<file path="src/rtl/ptt_pkg.sv">
// shared types, field widths, command and status codes for the periodic timer table
`timescale 1ns / 1ps

package ptt_pkg;

  // request and result field widths
  localparam int CMD_W    = 3;
  localparam int INDEX_W  = 5;
  localparam int PERIOD_W = 16;
  localparam int GROUP_W  = 8;
  localparam int STATUS_W = 3;

  // parameter defaults
  localparam int NUM_TIMERS_DEF  = 32;
  localparam int PERIOD_BITS_DEF = 16;

  typedef logic [CMD_W-1:0]    cmd_t;
  typedef logic [INDEX_W-1:0]  index_t;
  typedef logic [PERIOD_W-1:0] period_t;
  typedef logic [GROUP_W-1:0]  group_t;
  typedef logic [STATUS_W-1:0] status_t;

  // command codes
  localparam cmd_t CMD_TICK      = 3'd0;
  localparam cmd_t CMD_OPEN      = 3'd1;
  localparam cmd_t CMD_CLOSE     = 3'd2;
  localparam cmd_t CMD_ON        = 3'd3;
  localparam cmd_t CMD_OFF       = 3'd4;
  localparam cmd_t CMD_GROUP_ON  = 3'd5;
  localparam cmd_t CMD_GROUP_OFF = 3'd6;

  // result status codes
  localparam status_t ST_FIRE   = 3'd0;
  localparam status_t ST_NONE   = 3'd1;
  localparam status_t ST_OPENED = 3'd2;
  localparam status_t ST_FULL   = 3'd3;
  localparam status_t ST_DONE   = 3'd4;

endpackage

</file>
<file path="src/rtl/ptt_req_if.sv">
// request channel of the periodic timer table
`timescale 1ns / 1ps

interface ptt_req_if;
  logic             valid;
  logic             ready;
  ptt_pkg::cmd_t    cmd;
  ptt_pkg::index_t  timer_index;
  ptt_pkg::period_t period;
  ptt_pkg::group_t  group_id;

  modport source (output valid, output cmd, output timer_index, output period,
                  output group_id, input ready);
  modport sink (input valid, input cmd, input timer_index, input period,
                input group_id, output ready);
endinterface

</file>
<file path="src/rtl/ptt_res_if.sv">
// result channel of the periodic timer table
`timescale 1ns / 1ps

interface ptt_res_if;
  logic             valid;
  logic             ready;
  ptt_pkg::status_t status;
  ptt_pkg::index_t  result_index;
  logic             last;

  modport source (output valid, output status, output result_index, output last,
                  input ready);
  modport sink (input valid, input status, input result_index, input last,
                output ready);
endinterface

</file>
<file path="src/rtl/periodic_timer_table_top.sv">
// top level of the periodic timer table: command sequencer around the entry ram
`timescale 1ns / 1ps

// Periodic timer table with NUM_TIMERS entries. Each entry has a used and an
// active flag, held in flip-flops and cleared by reset, plus a period, a tick
// counter and a group number held in one entry ram with a registered read.
// Ram contents need no clearing pass: an entry is only looked at while its
// used flag is set, and open writes the whole entry. A request is taken
// whenever the sequencer is idle, even while the previous result waits in the
// output register. Open, close, on and off pass through the exec state, which
// loads their result into the output register. Tick, group on and group off
// sweep the ram one entry per cycle through its single read port. Either kind
// also waits every cycle that a result, a fire included, finds the output
// register still held by the consumer.
// A tick writes each advancing counter back after reading it, always to an
// entry other than the one being read, so no forwarding is needed. Fires come
// out in ascending index order; the final one carries last. A tick with no
// fire answers status none; every other request answers with one result.
module periodic_timer_table_top #(
  parameter int NUM_TIMERS  = ptt_pkg::NUM_TIMERS_DEF,
  parameter int PERIOD_BITS = ptt_pkg::PERIOD_BITS_DEF
) (
  input logic       clk,
  input logic       rst,
  ptt_req_if.sink   req,
  ptt_res_if.source res
);

  localparam int IW = (NUM_TIMERS > 1) ? $clog2(NUM_TIMERS) : 1;
  localparam int CW = IW + 1;
  localparam int GW = ptt_pkg::GROUP_W;
  localparam int XW = ptt_pkg::INDEX_W;
  localparam int PW = ptt_pkg::PERIOD_W;
  localparam int EW = 2 * PERIOD_BITS + GW;

  // entry layout in the ram: {period, count, group}
  localparam int CNT_LO = GW;
  localparam int PER_LO = GW + PERIOD_BITS;

  // sequencer states
  localparam logic [1:0] S_IDLE  = 2'd0;
  localparam logic [1:0] S_EXEC  = 2'd1;
  localparam logic [1:0] S_SCAN  = 2'd2;
  localparam logic [1:0] S_FLUSH = 2'd3;

  function automatic ptt_pkg::index_t to_index(input logic [IW-1:0] v);
    logic [IW+XW-1:0] w;
    w = {{XW{1'b0}}, v};
    return w[XW-1:0];
  endfunction

  logic [1:0]             state, state_next;
  logic [CW-1:0]          iss_cnt, iss_cnt_next;
  logic                   proc_valid, proc_valid_next;
  logic [IW-1:0]          proc_idx, proc_idx_next;
  logic                   pend_valid, pend_valid_next;
  logic [IW-1:0]          pend_idx, pend_idx_next;
  logic [NUM_TIMERS-1:0]  used, used_next;
  logic [NUM_TIMERS-1:0]  active, active_next;

  // captured request
  ptt_pkg::cmd_t          cmd_q;
  ptt_pkg::index_t        idx_q;
  logic [PERIOD_BITS-1:0] per_q;
  ptt_pkg::group_t        grp_q;

  // output register
  logic                   out_valid, out_valid_next;
  ptt_pkg::status_t       out_status, out_status_next;
  ptt_pkg::index_t        out_index, out_index_next;
  logic                   out_last, out_last_next;
  logic                   out_load;
  logic                   out_free;

  // ram ports
  logic                   ram_we;
  logic [IW-1:0]          ram_waddr;
  logic [EW-1:0]          ram_wdata;
  logic                   ram_re;
  logic [IW-1:0]          ram_raddr;
  logic [EW-1:0]          ram_rdata;

  logic                   accept;
  logic                   is_sweep;
  logic [PW+PERIOD_BITS-1:0] per_wide;

  // fields of the entry under processing
  ptt_pkg::group_t        e_grp;
  logic [PERIOD_BITS-1:0] e_cnt;
  logic [PERIOD_BITS-1:0] e_per;
  logic [PERIOD_BITS-1:0] e_cnt_inc;
  logic                   e_step;
  logic                   e_fire;
  logic                   stall;

  // addressed entry for close, on and off
  logic [IW+XW-1:0]       t_wide;
  logic [IW-1:0]          t_idx;
  logic                   t_in_range;

  // highest free entry for open
  logic                   free_found;
  logic [IW-1:0]          free_slot;

  ptt_ram #(
    .WIDTH (EW),
    .DEPTH (NUM_TIMERS)
  ) u_entry_ram (
    .clk   (clk),
    .we    (ram_we),
    .waddr (ram_waddr),
    .wdata (ram_wdata),
    .re    (ram_re),
    .raddr (ram_raddr),
    .rdata (ram_rdata)
  );

  assign accept    = req.valid && req.ready;
  assign req.ready = (state == S_IDLE);
  assign is_sweep  = (req.cmd == ptt_pkg::CMD_TICK) || (req.cmd == ptt_pkg::CMD_GROUP_ON) ||
                     (req.cmd == ptt_pkg::CMD_GROUP_OFF);
  assign per_wide  = {{PERIOD_BITS{1'b0}}, req.period};

  assign out_free  = !out_valid || res.ready;

  assign e_grp     = ram_rdata[GW-1:0];
  assign e_cnt     = ram_rdata[CNT_LO +: PERIOD_BITS];
  assign e_per     = ram_rdata[PER_LO +: PERIOD_BITS];
  assign e_cnt_inc = e_cnt + {{(PERIOD_BITS-1){1'b0}}, 1'b1};
  // period zero never advances
  assign e_step    = active[proc_idx] && (e_per != '0);
  assign e_fire    = e_step && (e_cnt_inc == e_per);
  // a second fire must push the held one out first
  assign stall     = proc_valid && (cmd_q == ptt_pkg::CMD_TICK) && e_fire && pend_valid &&
                     !out_free;

  assign t_wide     = {{IW{1'b0}}, idx_q};
  assign t_idx      = t_wide[IW-1:0];
  assign t_in_range = (t_wide < (IW+XW)'(NUM_TIMERS));

  // last free entry found wins, giving the highest index
  always_comb begin
    free_found = 1'b0;
    free_slot  = '0;
    for (int i = 0; i < NUM_TIMERS; i++) begin
      if (!used[i]) begin
        free_found = 1'b1;
        free_slot  = IW'(i);
      end
    end
  end

  always_comb begin
    state_next      = state;
    iss_cnt_next    = iss_cnt;
    proc_valid_next = proc_valid;
    proc_idx_next   = proc_idx;
    pend_valid_next = pend_valid;
    pend_idx_next   = pend_idx;
    used_next       = used;
    active_next     = active;
    out_load        = 1'b0;
    out_status_next = out_status;
    out_index_next  = out_index;
    out_last_next   = out_last;
    ram_we          = 1'b0;
    ram_waddr       = proc_idx;
    ram_wdata       = ram_rdata;
    ram_re          = 1'b0;
    ram_raddr       = iss_cnt[IW-1:0];

    unique case (state)
      S_IDLE: begin
        if (accept) begin
          state_next      = is_sweep ? S_SCAN : S_EXEC;
          iss_cnt_next    = '0;
          proc_valid_next = 1'b0;
          pend_valid_next = 1'b0;
        end
      end

      S_EXEC: begin
        if (out_free) begin
          out_load        = 1'b1;
          out_status_next = ptt_pkg::ST_DONE;
          out_index_next  = '0;
          out_last_next   = 1'b1;
          state_next      = S_IDLE;
          unique case (cmd_q) inside
            ptt_pkg::CMD_OPEN: begin
              if (free_found) begin
                used_next[free_slot]   = 1'b1;
                active_next[free_slot] = 1'b0;
                ram_we          = 1'b1;
                ram_waddr       = free_slot;
                ram_wdata       = {per_q, {PERIOD_BITS{1'b0}}, grp_q};
                out_status_next = ptt_pkg::ST_OPENED;
                out_index_next  = to_index(free_slot);
              end else begin
                out_status_next = ptt_pkg::ST_FULL;
              end
            end
            ptt_pkg::CMD_CLOSE: begin
              if (t_in_range) begin
                used_next[t_idx]   = 1'b0;
                active_next[t_idx] = 1'b0;
              end
            end
            ptt_pkg::CMD_ON, ptt_pkg::CMD_OFF: begin
              if (t_in_range && used[t_idx]) begin
                active_next[t_idx] = (cmd_q == ptt_pkg::CMD_ON);
              end
            end
            default: begin
            end
          endcase
        end
      end

      S_SCAN: begin
        if (!stall) begin
          // read the next entry while the previous one is processed
          if (iss_cnt < CW'(NUM_TIMERS)) begin
            ram_re          = 1'b1;
            proc_valid_next = 1'b1;
            proc_idx_next   = iss_cnt[IW-1:0];
            iss_cnt_next    = iss_cnt + 1'b1;
          end else begin
            proc_valid_next = 1'b0;
          end
          if (proc_valid) begin
            if (cmd_q == ptt_pkg::CMD_TICK) begin
              if (e_step) begin
                ram_we    = 1'b1;
                ram_wdata = {e_per, (e_fire ? {PERIOD_BITS{1'b0}} : e_cnt_inc), e_grp};
              end
              if (e_fire) begin
                if (pend_valid) begin
                  out_load        = 1'b1;
                  out_status_next = ptt_pkg::ST_FIRE;
                  out_index_next  = to_index(pend_idx);
                  out_last_next   = 1'b0;
                end
                pend_valid_next = 1'b1;
                pend_idx_next   = proc_idx;
              end
            end else if (used[proc_idx] && (e_grp == grp_q)) begin
              active_next[proc_idx] = (cmd_q == ptt_pkg::CMD_GROUP_ON);
            end
          end else if (iss_cnt == CW'(NUM_TIMERS)) begin
            state_next = S_FLUSH;
          end
        end
      end

      S_FLUSH: begin
        if (out_free) begin
          out_load        = 1'b1;
          out_last_next   = 1'b1;
          out_index_next  = '0;
          state_next      = S_IDLE;
          pend_valid_next = 1'b0;
          if (cmd_q != ptt_pkg::CMD_TICK) begin
            out_status_next = ptt_pkg::ST_DONE;
          end else if (pend_valid) begin
            out_status_next = ptt_pkg::ST_FIRE;
            out_index_next  = to_index(pend_idx);
          end else begin
            out_status_next = ptt_pkg::ST_NONE;
          end
        end
      end

      default: begin
        state_next = S_IDLE;
      end
    endcase

    out_valid_next = out_load || (out_valid && !res.ready);
  end

  always_ff @(posedge clk) begin
    if (rst) begin
      state      <= S_IDLE;
      iss_cnt    <= '0;
      proc_valid <= 1'b0;
      pend_valid <= 1'b0;
      used       <= '0;
      active     <= '0;
      out_valid  <= 1'b0;
    end else begin
      state      <= state_next;
      iss_cnt    <= iss_cnt_next;
      proc_valid <= proc_valid_next;
      pend_valid <= pend_valid_next;
      used       <= used_next;
      active     <= active_next;
      out_valid  <= out_valid_next;
    end
  end

  // payload registers
  always_ff @(posedge clk) begin
    proc_idx   <= proc_idx_next;
    pend_idx   <= pend_idx_next;
    out_status <= out_status_next;
    out_index  <= out_index_next;
    out_last   <= out_last_next;
    if (accept) begin
      cmd_q <= req.cmd;
      idx_q <= req.timer_index;
      per_q <= per_wide[PERIOD_BITS-1:0];
      grp_q <= req.group_id;
    end
  end

  assign res.valid        = out_valid;
  assign res.status       = out_status;
  assign res.result_index = out_index;
  assign res.last         = out_last;

`ifndef NO_ASSERTIONS
  // an active entry is always a used one
  a_active_used: assert property (@(posedge clk) disable iff (rst)
    (active & ~used) == '0)
    else $error("active flag set on an unused entry");

  // the sweep never reads the entry it is writing back
  a_no_rw_clash: assert property (@(posedge clk) disable iff (rst)
    !(ram_we && ram_re && (ram_waddr == ram_raddr)))
    else $error("entry ram read and write to the same entry");

  // a held fire only exists during a tick sweep or its flush
  a_pend_scope: assert property (@(posedge clk) disable iff (rst)
    pend_valid |-> ((state == S_SCAN || state == S_FLUSH) && cmd_q == ptt_pkg::CMD_TICK))
    else $error("held fire outside a tick");

  // a stalled result is not overwritten
  a_out_hold: assert property (@(posedge clk) disable iff (rst)
    (out_valid && !res.ready) |=> (out_valid && $stable(out_status) && $stable(out_index)
                                   && $stable(out_last)))
    else $error("result register changed while stalled");
`endif

endmodule

</file>
<file path="src/rtl/ptt_ram.sv">
// generic single-write, single-read ram with registered read data
`timescale 1ns / 1ps

module ptt_ram #(
  parameter int WIDTH = 8,
  parameter int DEPTH = 32
) (
  input  logic                     clk,
  input  logic                     we,
  input  logic [$clog2(DEPTH)-1:0] waddr,
  input  logic [WIDTH-1:0]         wdata,
  input  logic                     re,
  input  logic [$clog2(DEPTH)-1:0] raddr,
  output logic [WIDTH-1:0]         rdata
);

  logic [WIDTH-1:0] mem [DEPTH];

  always_ff @(posedge clk) begin
    if (we) begin
      mem[waddr] <= wdata;
    end
    if (re) begin
      rdata <= mem[raddr];
    end
  end

endmodule
</file>
<file path="src/flat_wrapper.sv">
// flat-port wrapper written by rule: the top's interface ports become plain ports
module periodic_timer_table_top_flat 
#(
  parameter int NUM_TIMERS  = ptt_pkg::NUM_TIMERS_DEF,
  parameter int PERIOD_BITS = ptt_pkg::PERIOD_BITS_DEF
)
  (clk, rst, req_valid, req_cmd, req_timer_index, req_period, req_group_id, req_ready, res_valid, res_status, res_result_index, res_last, res_ready);
  ptt_req_if req_i ();
  ptt_res_if res_i ();
  input logic clk;
  input logic rst;
  input wire logic [$bits(req_i.valid)-1:0] req_valid;
  input wire logic [$bits(req_i.cmd)-1:0] req_cmd;
  input wire logic [$bits(req_i.timer_index)-1:0] req_timer_index;
  input wire logic [$bits(req_i.period)-1:0] req_period;
  input wire logic [$bits(req_i.group_id)-1:0] req_group_id;
  output wire logic [$bits(req_i.ready)-1:0] req_ready;
  output wire logic [$bits(res_i.valid)-1:0] res_valid;
  output wire logic [$bits(res_i.status)-1:0] res_status;
  output wire logic [$bits(res_i.result_index)-1:0] res_result_index;
  output wire logic [$bits(res_i.last)-1:0] res_last;
  input wire logic [$bits(res_i.ready)-1:0] res_ready;
  assign req_i.valid = req_valid;
  assign req_i.cmd = req_cmd;
  assign req_i.timer_index = req_timer_index;
  assign req_i.period = req_period;
  assign req_i.group_id = req_group_id;
  assign req_ready = req_i.ready;
  assign res_valid = res_i.valid;
  assign res_status = res_i.status;
  assign res_result_index = res_i.result_index;
  assign res_last = res_i.last;
  assign res_i.ready = res_ready;
  periodic_timer_table_top #(.NUM_TIMERS(NUM_TIMERS), .PERIOD_BITS(PERIOD_BITS)) u_core (.clk(clk), .rst(rst), .req(req_i), .res(res_i));
endmodule
</file>
<file path="config.mk">
export PLATFORM = sky130hd
export DESIGN_NAME = periodic_timer_table_top_flat
export DESIGN_NICKNAME = d
export VERILOG_FILES = /design/src/rtl/ptt_pkg.sv /design/src/rtl/ptt_req_if.sv /design/src/rtl/ptt_res_if.sv /design/src/rtl/periodic_timer_table_top.sv /design/src/rtl/ptt_ram.sv /design/src/flat_wrapper.sv
export SDC_FILE = /design/constraint.sdc
export NUM_CORES = 2
export LEC_CHECK = 0
export ABC_AREA = 0
export ABC_CLOCK_PERIOD_IN_PS = 7300
export BUFFER_PORTS_ARGS = -buffer_cell sky130_fd_sc_hd__buf_2
export CAP_MARGIN = 20
export CORE_UTILIZATION = 65
export CTS_BUF_LIST = sky130_fd_sc_hd__clkbuf_16
export DETAILED_ROUTE_END_ITERATION = 6
export PLACE_DENSITY = 0.81
export SYNTH_ARGS = -nofsm -noshare
export SYNTH_HDL_FRONTEND = slang
export SYNTH_HIERARCHICAL = 1
export SYNTH_SLANG_ARGS = --single-unit
</file>
<file path="constraint.sdc">
create_clock -name clk -period 7.3 [get_ports clk]
set_input_delay 0.73 -clock clk [delete_from_list [all_inputs] [get_ports clk]]
set_output_delay 0.73 -clock clk [all_outputs]
set_load 0.005 [all_outputs]
</file>
==> results.toml <==
[synthesis]
synth_commonest_cells = "1,371 x edfxtp_1, 665 x mux2i_1, 281 x nand2_1, 214 x a21oi_1, 162 x nand3_1"
syn_area_sq_mm = 0.0604
synth_nets = 4033
synth_edf_count = 1371
async_reset_ff_share_pct = 0
ys.flop_type = "edfxtp_1"
avgSynthCellArea_sq_um = 15.1
ys_seq_elements = 1446
synth-seq-area-share_pct = 70.6
synth.yosys.warnings = 6
synth_most_common_cell = "edfxtp_1"
synth_top_area_share_pct = 68.1
netlist-cell-type-count = 84
yosys.area.top_type = "edfxtp_1"
synth_area_leaders = "edfxtp_1 68%, mux2i_1 11%, dfxtp_1 2.5%, a21oi_1 1.8%, nand2_1 1.7%"
syn-instance-count = 3989

[worst_setup_path]
crit_arrival_ns = 5.91
slowest_stage = "nor2_4"
path_delay_family = "simple AND/OR/NAND/NOR gates"
worst_r2r_endpoint = "u_core/u_entry_ram/mem[22][18]"
start_kind = "register"
cp_cell_sequence = "or3b_1 -> o22ai_1 -> nor4_1 -> o22ai_2 -> and4_1 -> buf_4 -> and2_1 -> o21bai_1 -> nand3b_1 -> nor2_4 -> buf_4"
crit_top_cell = "buf_4"
reg2reg_slack_ns = 1.83
cp_slowest_stage_delay_ns = 1.09
r2r-start = "u_core/proc_idx[4]"
cp.buffers_inverters = 2
critPathKind = "register to register"
rr_worst_depth = 11
end_kind = "register"
required_ns = 7.75
worst-path-max-fanout = 28

[cts]
clkLatencyLatePin_ns = 0.78
clk_path_buf_depth = 3
cts_resized = 0
cts_hold_buf = 0
cts_tree = "done"
cts-buffers-inserted = 142
cts_htree_levels = 4
root_buffer = "clkbuf_16"
cts_setup_buffers = 0
clock-sinks = 1446
cts.clk_slew.worst_paths_ns = 0.06

[cells_and_area]
stdcell_area_sq_mm = 0.0671
fin_nets = 4093
drive_gt1_share_pct = 11.1
fill_cells = 5587
area_growth_pct = 11.0

[timing]
drv_slew = 0
hold_viol_final = 0
maxSlewHeadroom_pct = 23.8
worst_pin_slew_ns = 1.14
fin_crit_ns = 5.47
fin_crit_sh_pct = 74.9
setup_tns_ns = 0
fin_hold_ws_ns = 0.130
setup_viol = 0
clock_skew_ns = 0.0522
rsz0062_at_grt = "no"
fmax_mhz = 183

[floorplan]
fp.dieW_microns = 307
die_y_microns = 307
coreArea_sq_mm = 0.0919
dieArea_sq_mm = 0.0942
initial_core_util_pct = 65.7
row_count = 111
io_pins = 47

[min_path]
min_from = "req_period[8]"
hold_class = "primary input to register"
worstHoldPathCells = 1
hold_path_end = "u_core/per_q[8]"

[route]
vias = 37310
via_per_inst = 6.90
first_iter_violations = 5721
drtPass1Iterations = 7
ant_nets = 0
wire_per_inst_microns = 29.8
drc_errors = 3
drt_wl_total_mm = 161

[run]
maxCapViolations = 0

[outcome]
status = "finished, violations left"
violations = "DRC"

[global_route]
overflow = 0
grt_pass1_vias = 35593
grt.total_usage_pct = 34.2
antenna_found_initial = 7
grt_pass1_wl_mm = 233
grt_max_degree = 133

[pwr]
leakage_uw = 0.0207
vdd_drop_max_mv = 0.348
power.density_mw_per_mm2 = 342

[placement]
gp_congestion = 0.989
dpl.hpwl_mm = 97.5
portBuffers = 46
placed_area_sq_mm = 0.0622
## metrics by stage
step / setup WS, ns / instances / total power, uW / util, %
floorplan: 2.35 / 3989 / 13800 / -
global placement: 1.53 / 5132 / 15400 / 67.6
detailed placement: 1.47 / 5136 / 15600 / 67.6
CTS: 1.48 / 5396 / 22700 / 72.7
global route: 1.59 / 5408 / 23500 / 73.0
finish: 1.83 / 5410 / 23000 / 73.0
## layout by cell type, fill, tap and decap left out, types with 14 or more instances in the layout
cell / netlist / final
a21oi_1: 214 / 213
nor2b_1: 17 / 15
buf_4: 26 / 82
a31oi_1: 60 / 60
edfxtp_1: 1371 / 1371
mux2i_1: 665 / 665
o211ai_1: 30 / 30
a211oi_1: 16 / 16
xnor2_1: 16 / 16
a22oi_1: 134 / 134
xor2_1: 14 / 14
mux4_2: 15 / 15
dfxtp_1: 75 / 74
a22o_1: 119 / 110
nand4_1: 20 / 20
clkinv_1: 0 / 28
nand3_1: 162 / 162
nand2_1: 281 / 280
clkinv_2: 0 / 19
nor3_1: 72 / 71
buf_2: 50 / 47
clkbuf_16: 0 / 146
buf_12: 0 / 19
nor2_1: 109 / 76
o21ai_0: 93 / 89
nor4_1: 15 / 15
nor2_4: 0 / 33
o22ai_1: 26 / 26
inv_1: 27 / 61
## layer usage
layer	up-vias	track usage (%)	share of wire [%]
li1	15804	-	-
met1	18510	46.9	37
met2	2576	52.5	46
met3	412	8.27	12
met4	8	15.7	4.9
met5	-	0	0.027
## cell type report
cell class / instances / area [sq um] / area share, %
antenna: 2 / 5.00 / 0.00746
timing repair buffer: 158 / 1470 / 2.19
multi-input combinational: 2274 / 16600 / 24.8
clock buffer: 145 / 3630 / 5.41
sequential: 1446 / 42700 / 63.6
inverter: 27 / 101 / 0.151
clock inverter: 115 / 1030 / 1.53
tap: 1243 / 1560 / 2.32
## flip-flops by register name (all words and copies together) (netlist names)
signal,cells
u_core/cmd_q,3
u_core/pend_idx,5
u_core/pend_valid,1
u_core/proc_idx,5
u_core/grp_q,8
u_core/state,2
u_core/res.status,3
u_core/idx_q,5
u_core/res.last,1
u_core/active,32
u_core/used,32
u_core/u_entry_ram/rdata,40
u_core/proc_valid,1
u_core/res.result_index,5
u_core/per_q,16
u_core/iss_cnt,6
u_core/res.valid,1
u_core/u_entry_ram/mem,1280
## how the worst max path moves through the flow
stage                        from                             end  slack (ns)  depth (start not counted)
4_1_cts        u_core/proc_idx[1]  u_core/u_entry_ram/mem[22][18]        1.48                         12
2_1_floorplan     u_core/cmd_q[0]   u_core/u_entry_ram/mem[12][0]        2.35                         11
5_1_grt        u_core/proc_idx[4]  u_core/u_entry_ram/mem[22][18]        1.59                         11
3_3_place_gp   u_core/proc_idx[1]  u_core/u_entry_ram/mem[22][10]        1.53                         12
6_report       u_core/proc_idx[4]  u_core/u_entry_ram/mem[22][18]        1.83                         11
3_5_place_dp   u_core/proc_idx[1]  u_core/u_entry_ram/mem[22][11]        1.47                         12
## logic make-up after synthesis
kind of cell    Yosys count  synth area share [%]
buf+inv                 269                  2.37
compound gates          761                  8.41
fa+ha+maj                 8                 0.166
flops                  1446                  70.6
xor+xnor                 31                 0.462
mux                     686                  11.7
simple gates            788                  6.28
## where the power goes
group | internal, uW | leakage (uW) | switching [uW]
combinational | 1240 | 0.00525 | 3390
clock | 4110 | 0.00239 | 3130
sequential | 10800 | 0.0130 | 277
total | 16200 | 0.0207 | 6800
No activity file was read; power rests on OpenSTA's default activity.
